**config.mk**
```make
export PLATFORM = sky130hd
export DESIGN_NAME = roulette_wheel_selector_core
export DESIGN_NICKNAME = d
export VERILOG_FILES = /design/src/sv/rws_pkg.sv /design/src/sv/rws_mem.sv /design/src/sv/rws_ctrl.sv /design/src/sv/roulette_wheel_selector_core.sv
export SDC_FILE = /design/constraint.sdc
export NUM_CORES = 2
export LEC_CHECK = 0
export BUFFER_PORTS_ARGS = -buffer_cell sky130_fd_sc_hd__clkbuf_2
export CORE_ASPECT_RATIO = 1.75
export CORE_MARGIN = 3
export CORE_UTILIZATION = 52
export CTS_BUF_LIST = sky130_fd_sc_hd__clkbuf_16
export DETAILED_ROUTE_END_ITERATION = 10
export GPL_TIMING_DRIVEN = 0
export HOLD_SLACK_MARGIN = 0.15
export PLACE_DENSITY = 0.7
export SLEW_MARGIN = 40
export SYNTH_ARGS = -nofsm -noshare
export SYNTH_HDL_FRONTEND = slang
export SYNTH_SLANG_ARGS = --single-unit
```
**constraint.sdc**
```tcl
create_clock -name clk -period 6.2 [get_ports clk]
set_input_delay 1.24 -clock clk [delete_from_list [all_inputs] [get_ports clk]]
set_output_delay 1.24 -clock clk [all_outputs]
set_load 0.005 [all_outputs]
```
**src/sv/rws_pkg.sv**
```systemverilog
package rws_pkg;

  // Field widths fixed by the word formats
  localparam int KEY_BITS    = 16;
  localparam int WEIGHT_BITS = 16;
  localparam int RANDOM_BITS = 16;
  localparam int COUNT_BITS  = 7;

  // Opcodes
  localparam logic [1:0] OP_ADD    = 2'd0;
  localparam logic [1:0] OP_CHANGE = 2'd1;
  localparam logic [1:0] OP_DRAW   = 2'd2;

  // Status codes
  localparam logic [1:0] ST_OK        = 2'd0;
  localparam logic [1:0] ST_NOT_FOUND = 2'd1;
  localparam logic [1:0] ST_FULL      = 2'd2;
  localparam logic [1:0] ST_EMPTY     = 2'd3;

  typedef struct packed {
    logic [1:0]             opcode;
    logic [KEY_BITS-1:0]    key;
    logic [WEIGHT_BITS-1:0] weight;
    logic [RANDOM_BITS-1:0] random_value;
  } in_word_t;

  typedef struct packed {
    logic [KEY_BITS-1:0]   selected_key;
    logic [1:0]            status;
    logic [COUNT_BITS-1:0] item_count;
  } out_word_t;

  // One table entry as stored in memory
  typedef struct packed {
    logic [KEY_BITS-1:0]    key;
    logic [WEIGHT_BITS-1:0] weight;
  } entry_t;

endpackage

```
**src/sv/rws_mem.sv**
```systemverilog
module rws_mem
  import rws_pkg::*;
#(
  parameter int DEPTH = 64,
  parameter int AW    = 6
) (
  input  logic          clk,
  input  logic          wr_en,
  input  logic [AW-1:0] wr_addr,
  input  entry_t        wr_data,
  input  logic          rd_en,
  input  logic [AW-1:0] rd_addr,
  output entry_t        rd_data
);

  entry_t mem [DEPTH];

  // One write port, one registered read port
  always_ff @(posedge clk) begin
    if (wr_en) begin
      mem[wr_addr] <= wr_data;
    end
    if (rd_en) begin
      rd_data <= mem[rd_addr];
    end
  end

endmodule

```
**src/sv/rws_ctrl.sv**
```systemverilog
module rws_ctrl
  import rws_pkg::*;
#(
  parameter int MAX_ITEMS = 64,
  parameter int IDX_W     = 6
) (
  input  logic             clk,
  input  logic             rst,
  input  logic             in_valid,
  output logic             in_ready,
  input  in_word_t         in_data,
  output logic             res_valid,
  output out_word_t        res_word,
  input  logic             res_taken,
  output logic             wr_en,
  output logic [IDX_W-1:0] wr_addr,
  output entry_t           wr_data,
  output logic             rd_en,
  output logic [IDX_W-1:0] rd_addr,
  input  entry_t           rd_data
);

  localparam int CNT_W  = $clog2(MAX_ITEMS + 1);
  localparam int SUM_W  = WEIGHT_BITS + $clog2(MAX_ITEMS);
  localparam int PROD_W = SUM_W + RANDOM_BITS;

  typedef enum logic [3:0] {
    S_IDLE = 4'b0001,
    S_MUL  = 4'b0010,
    S_WALK = 4'b0100,
    S_FIN  = 4'b1000
  } state_t;

  state_t            state;
  logic [CNT_W-1:0]  cnt;
  logic [SUM_W-1:0]  total;
  in_word_t          cur;
  logic [PROD_W-1:0] prod;
  logic [SUM_W-1:0]  run;
  logic [CNT_W-1:0]  issue_idx;
  logic              dv;
  logic [CNT_W-1:0]  dv_idx;
  out_word_t         res;

  logic             accept;
  logic             walk_last;
  logic             key_hit;
  logic [SUM_W-1:0] run_next;
  logic [SUM_W-1:0] thr;
  logic             room;

  // Datapath helpers
  always_comb begin
    in_ready  = (state == S_IDLE);
    accept    = in_valid && in_ready;
    room      = (cnt < CNT_W'(MAX_ITEMS));
    walk_last = (dv_idx == cnt - CNT_W'(1));
    key_hit   = (rd_data.key == cur.key);
    run_next  = run + SUM_W'(rd_data.weight);
    thr       = prod[PROD_W-1:RANDOM_BITS];
    res_valid = (state == S_FIN);
    res_word  = res;
  end

  // Memory access: reads stream during a walk, writes on an add with room or on a change key hit
  always_comb begin
    rd_en   = (state == S_WALK) && (issue_idx < cnt);
    rd_addr = issue_idx[IDX_W-1:0];
    wr_en   = 1'b0;
    wr_addr = cnt[IDX_W-1:0];
    wr_data = '{key: in_data.key, weight: in_data.weight};
    if (accept && in_data.opcode == OP_ADD && room) begin
      wr_en = 1'b1;
    end else if (state == S_WALK && dv && cur.opcode == OP_CHANGE && key_hit) begin
      wr_en   = 1'b1;
      wr_addr = dv_idx[IDX_W-1:0];
      wr_data = '{key: cur.key, weight: cur.weight};
    end
  end

  // Sequencer
  always_ff @(posedge clk) begin
    if (rst) begin
      state     <= S_IDLE;
      cnt       <= '0;
      total     <= '0;
      dv        <= 1'b0;
      issue_idx <= '0;
    end else begin
      dv     <= rd_en;
      dv_idx <= issue_idx;
      if (rd_en) begin
        issue_idx <= issue_idx + CNT_W'(1);
      end
      case (state)
        S_IDLE: begin
          if (accept) begin
            cur                <= in_data;
            run                <= '0;
            issue_idx          <= '0;
            res.selected_key   <= '0;
            res.status         <= ST_OK;
            res.item_count     <= COUNT_BITS'(cnt);
            state              <= S_FIN;
            case (in_data.opcode)
              OP_ADD: begin
                if (room) begin
                  cnt            <= cnt + CNT_W'(1);
                  total          <= total + SUM_W'(in_data.weight);
                  res.item_count <= COUNT_BITS'(cnt + CNT_W'(1));
                end else begin
                  res.status <= ST_FULL;
                end
              end
              OP_CHANGE: begin
                if (cnt == '0) begin
                  res.status <= ST_NOT_FOUND;
                end else begin
                  state <= S_WALK;
                end
              end
              OP_DRAW: begin
                if (cnt == '0) begin
                  res.status <= ST_EMPTY;
                end else begin
                  state <= S_MUL;
                end
              end
              default: begin
                state <= S_FIN;
              end
            endcase
          end
        end
        S_MUL: begin
          // threshold = (random * total) >> RANDOM_BITS, shift taken at the compare
          prod  <= PROD_W'(cur.random_value) * PROD_W'(total);
          state <= S_WALK;
        end
        S_WALK: begin
          if (dv) begin
            if (cur.opcode == OP_CHANGE) begin
              if (key_hit) begin
                total <= total - SUM_W'(rd_data.weight) + SUM_W'(cur.weight);
                state <= S_FIN;
              end else if (walk_last) begin
                res.status <= ST_NOT_FOUND;
                state      <= S_FIN;
              end
            end else begin
              run <= run_next;
              // zero total never passes the threshold: last entry wins
              if (run_next > thr || walk_last) begin
                res.selected_key <= rd_data.key;
                state            <= S_FIN;
              end
            end
          end
        end
        S_FIN: begin
          if (res_taken) begin
            state <= S_IDLE;
          end
        end
        default: begin
          state <= S_IDLE;
        end
      endcase
    end
  end

endmodule

```
**src/sv/roulette_wheel_selector_core.sv**
```systemverilog
// Roulette-wheel selector: a table of up to MAX_ITEMS key/weight entries in one
// single-port-read memory, with add, change-weight and weighted draw operations.
// One word is processed at a time. Add and rejected operations go from accept
// straight to the finish state; change weight and draw walk the memory one entry
// per cycle through its registered read port, stopping early on a key hit or a
// selected entry (draw adds a multiply step before the walk). A finished result
// sits in an output register, so the next word is accepted while it waits to be
// taken. The running weight total is kept in a register, so a draw needs one pass
// only. Table contents are undefined until written; only entries below the fill
// count are ever read, so no clearing pass is needed after reset.
module roulette_wheel_selector_core
  import rws_pkg::*;
#(
  parameter int MAX_ITEMS = 64
) (
  input  logic      clk,
  input  logic      rst,
  input  logic      in_valid,
  output logic      in_ready,
  input  in_word_t  in_data,
  output logic      out_valid,
  input  logic      out_ready,
  output out_word_t out_data
);

  localparam int IDX_W = $clog2(MAX_ITEMS);

  logic             res_valid;
  out_word_t        res_word;
  logic             res_taken;
  logic             wr_en;
  logic [IDX_W-1:0] wr_addr;
  entry_t           wr_data;
  logic             rd_en;
  logic [IDX_W-1:0] rd_addr;
  entry_t           rd_data;

  rws_ctrl #(
    .MAX_ITEMS (MAX_ITEMS),
    .IDX_W     (IDX_W)
  ) u_ctrl (
    .clk       (clk),
    .rst       (rst),
    .in_valid  (in_valid),
    .in_ready  (in_ready),
    .in_data   (in_data),
    .res_valid (res_valid),
    .res_word  (res_word),
    .res_taken (res_taken),
    .wr_en     (wr_en),
    .wr_addr   (wr_addr),
    .wr_data   (wr_data),
    .rd_en     (rd_en),
    .rd_addr   (rd_addr),
    .rd_data   (rd_data)
  );

  rws_mem #(
    .DEPTH (MAX_ITEMS),
    .AW    (IDX_W)
  ) u_mem (
    .clk     (clk),
    .wr_en   (wr_en),
    .wr_addr (wr_addr),
    .wr_data (wr_data),
    .rd_en   (rd_en),
    .rd_addr (rd_addr),
    .rd_data (rd_data)
  );

  // Output register: takes a result when empty or being drained
  assign res_taken = res_valid && (!out_valid || out_ready);

  always_ff @(posedge clk) begin
    if (rst) begin
      out_valid <= 1'b0;
    end else if (res_taken) begin
      out_valid <= 1'b1;
      out_data  <= res_word;
    end else if (out_ready) begin
      out_valid <= 1'b0;
    end
  end

endmodule

```
==> results_dict.tcl <==
set metrics [dict create \
    outcome "finished with violations" \
    violations "setup timing" \
    seq_area_frac_synth 0.672 \
    cts.sinks 2273 \
    synth_edf_count 2231 \
    grt_max_degree 65 \
    clk_latency_ns 0.87 \
    rsz0062_at_grt "yes" \
    num_vias 54200 \
    synth_top_area_frac 0.664 \
    cp_max_fo 4 \
    area_growth_syn_to_layout_pct 16.8 \
    max_cap_viol_count 0 \
    hp-class "flop to flop" \
    antenna_found_initial 29 \
    worstMarginPinSlew_ns 0.920 \
    finalWorstSetupSlack_ns -0.174 \
    antenna_left 0 \
    holdPathStages 0 \
    async_flop_share 0 \
    ys_ff_latch 2273 \
    root_buffer "clkbuf_16" \
    grt_pass1_wl_um 440000 \
    synth_cells 5317 \
    numPortBuffers 80 \
    viasPerCell 6.29 \
    die_w_um 339 \
    num_rows 213 \
    power_leakage_nw 39.6 \
    dieArea_um2 200000 \
    fin_skew_ns 0.0437 \
    ios 81 \
    routed_wirelength_um 315000 \
    netlist_area_um2 101000 \
    core_region_area_um2 193000 \
    holdWs_ns 0.414 \
    required_ns 6.79 \
    cts_buffer_depth 4 \
    finalHoldViolCount 0 \
    grt_pass1_vias 56902 \
    fin_area_um2 118000 \
    synth_area_leaders "edfxtp_1 (66%), mux4_2 (15%), fa_1 (5.9%), ha_1 (2.5%), inv_1 (1.6%)" \
    fin_nets 6429 \
    slew_headroom 0.387 \
    vdd_drop_max_v 0.000213 \
    cp.arrival_ns 6.96 \
    synth-main-ff-cell "edfxtp_1" \
    die_h_um 589 \
    fin_total_pwr_mw 31.4 \
    critical_path_class "flop to flop" \
    drive_gt1_frac 0.289 \
    yosys_warnings 0 \
    drv_slew 0 \
    fin_tns_setup_ns -0.980 \
    setup-violations-final 12 \
    min_period_ns 6.37 \
    startpoint_type "flop" \
    fmax_mhz 157 \
    synth_fp_nets 5867 \
    path_clk_slew_ns 0.07 \
    rr_worst_depth 25 \
    grt_util_all_layers 0.321 \
    place_area_um2 109000 \
    grt_overflow_total 0 \
    initial_core_util 0.524 \
    cts_buffers 197 \
    power.density_nw_per_um2 267 \
    dp_hpwl_um 228000 \
    synth.avg_cell_area_um2 19.0 \
    ys_types 72 \
    wl_per_cell_um 36.5 \
    htreeDepth 4 \
    first_pass_iters 7 \
    yosys.area.top_type "edfxtp_1" \
    end_kind "flop" \
    place_congestion 1.01 \
    drcViolationCount 0 \
    cts_hold_buffers 0 \
    cts_tree "built" \
    fin_crit_sh 1.03 \
    drtIter0Drc 5858 \
]
## registers in the layout, indices dropped and copies added (netlist names)
| signal | cells |
|---|---|
| u_ctrl.res_word | 25 |
| u_ctrl.prod | 22 |
| out_valid | 1 |
| u_ctrl.dv | 1 |
| u_ctrl.total | 22 |
| out_data | 25 |
| u_ctrl.run | 22 |
| u_ctrl.cnt | 7 |
| u_ctrl.state | 4 |
| u_ctrl.issue_idx | 7 |
| u_ctrl.dv_idx | 7 |
| u_mem.rd_data | 32 |
| u_ctrl.cur | 50 |
| u_mem.mem | 2048 |
## stage by stage
stage | util | setup slack, ns | std cells
after floorplan | - | 0.0825 | 5317
after CTS | 0.609 | -0.0680 | 8583
after global placement | 0.543 | -3.96 | 7977
after detailed placement | 0.567 | -1.50 | 8152
after global routing | 0.611 | -0.295 | 8610
final | 0.612 | -0.174 | 8622
## synth_stat cells, drive strengths merged (4+ instances only)
master	n
xnor2	58
nand3	26
a21o	37
buf	86
inv	440
nor3	26
o2111ai	4
a221oi	4
o211ai	6
nor4	14
dfxtp	42
a211oi	27
o21bai	8
nand4	9
nor2	158
o31ai	6
edfxtp	2231
and4	4
mux2i	4
nand2b	12
clkbuf	159
and2	188
a21oi	74
a31oi	23
o21ai	53
ha	201
fa	295
xor2	45
a311oi	4
and3	11
or3	7
nor2b	7
a41oi	4
mux4	672
mux2	31
a31o	4
o21a	14
o41ai	5
nand2	276
## cell type report
type | instances | area, um^2
inverters | 442 | 1660
well taps | 2580 | 3230
multi-input cells | 2357 | 31800
flip-flops and latches | 2273 | 67900
clock inverters | 146 | 1210
diodes | 16 | 40.0
fillers | 13493 | 74800
plain buffers | 240 | 1840
clock buffers | 200 | 5000
repair buffers | 368 | 5140
## metal layers
| metal | global-route usage | routed length (um) | vias up |
|---|---|---|---|
| met4 | 0.303 | 37000 | 8 |
| met1 | 0.320 | 90000 | 28552 |
| met2 | 0.557 | 164000 | 2885 |
| li1 | - | - | 21775 |
| met5 | 0 | 50 | - |
| met3 | 0.0636 | 23500 | 980 |
## worst max-delay path, stage by stage, from the launching register on
cell and delay, ns:
edfxtp_1 0.39, buf_4 0.15, buf_12 0.12, nand2_4 0.05, fa_1 0.51, inv_2 0.05
fa_1 0.57, inv_2 0.04, fa_1 0.50, inv_2 0.04, fa_1 0.55, inv_2 0.04
fa_2 0.56, inv_2 0.05, fa_1 0.49, ha_4 0.29, buf_6 0.08, nand4_1 0.14
o21ai_4 0.20, buf_12 0.17, a31oi_4 0.13, buf_12 0.16, o31ai_4 0.32, a21oi_2 0.10
o21ba_1 0.20, xnor2_1 0.14
## layout by cell type (no fill, tap or decap), types with 24 or more instances in the layout
master | synthesis | final
a21o_1 | 37 | 36
a211oi_1 | 27 | 25
clkinv_2 | 0 | 24
a21oi_1 | 74 | 60
fa_2 | 0 | 34
clkinv_1 | 2 | 41
buf_4 | 7 | 88
buf_2 | 41 | 80
clkbuf_16 | 0 | 224
nor2_1 | 157 | 90
xor2_1 | 45 | 44
mux4_2 | 672 | 672
buf_8 | 0 | 65
nor2_4 | 0 | 66
o21ai_0 | 43 | 39
fa_1 | 295 | 261
ha_1 | 201 | 188
inv_2 | 0 | 28
edfxtp_1 | 2231 | 2231
and2_1 | 188 | 179
inv_1 | 440 | 453
buf_16 | 0 | 90
nand3_1 | 26 | 25
clkbuf_1 | 159 | 67
xnor2_1 | 58 | 57
nand2_1 | 276 | 268
nor3_1 | 26 | 24
clkbuf_2 | 0 | 119
## kinds of logic after synthesis
group / after synthesis / share of synthesized area
and+or+nand+nor: 752 / 0.0356
muxes: 707 / 0.154
AOI/OAI and AO/OA: 299 / 0.0197
xor gates and xnor gates: 103 / 0.00894
DFF: 2273 / 0.672
adders and majority gates: 496 / 0.0834
buffers and inverters: 687 / 0.0266
## where the power goes
part,total [mW],internal [mW],switching (mW)
clock,12.2,6.68,5.54
sequential,17.0,17.0,0.0595
combinational,2.17,0.776,1.39
## worst paths after layout
kind                  startpoint              end  slack, ns
min          u_ctrl.res_word[21]     out_data[21]       0.41
max                u_ctrl.cur[2]  u_ctrl.prod[32]      -0.17
min reg2reg  u_ctrl.res_word[21]     out_data[21]       0.41
max reg2reg        u_ctrl.cur[2]  u_ctrl.prod[32]      -0.17
## timing repair
item / 4_1_cts / 5_1_grt
resized for setup: 273 / 75
setup buffers: 84 / 26
pin swaps: 54 / 68
setup endpoints to repair: 22 / 20
hold endpoints to repair: 0 / 0
gates cloned: 1 / 1
No activity file was read; power rests on OpenSTA's default activity.
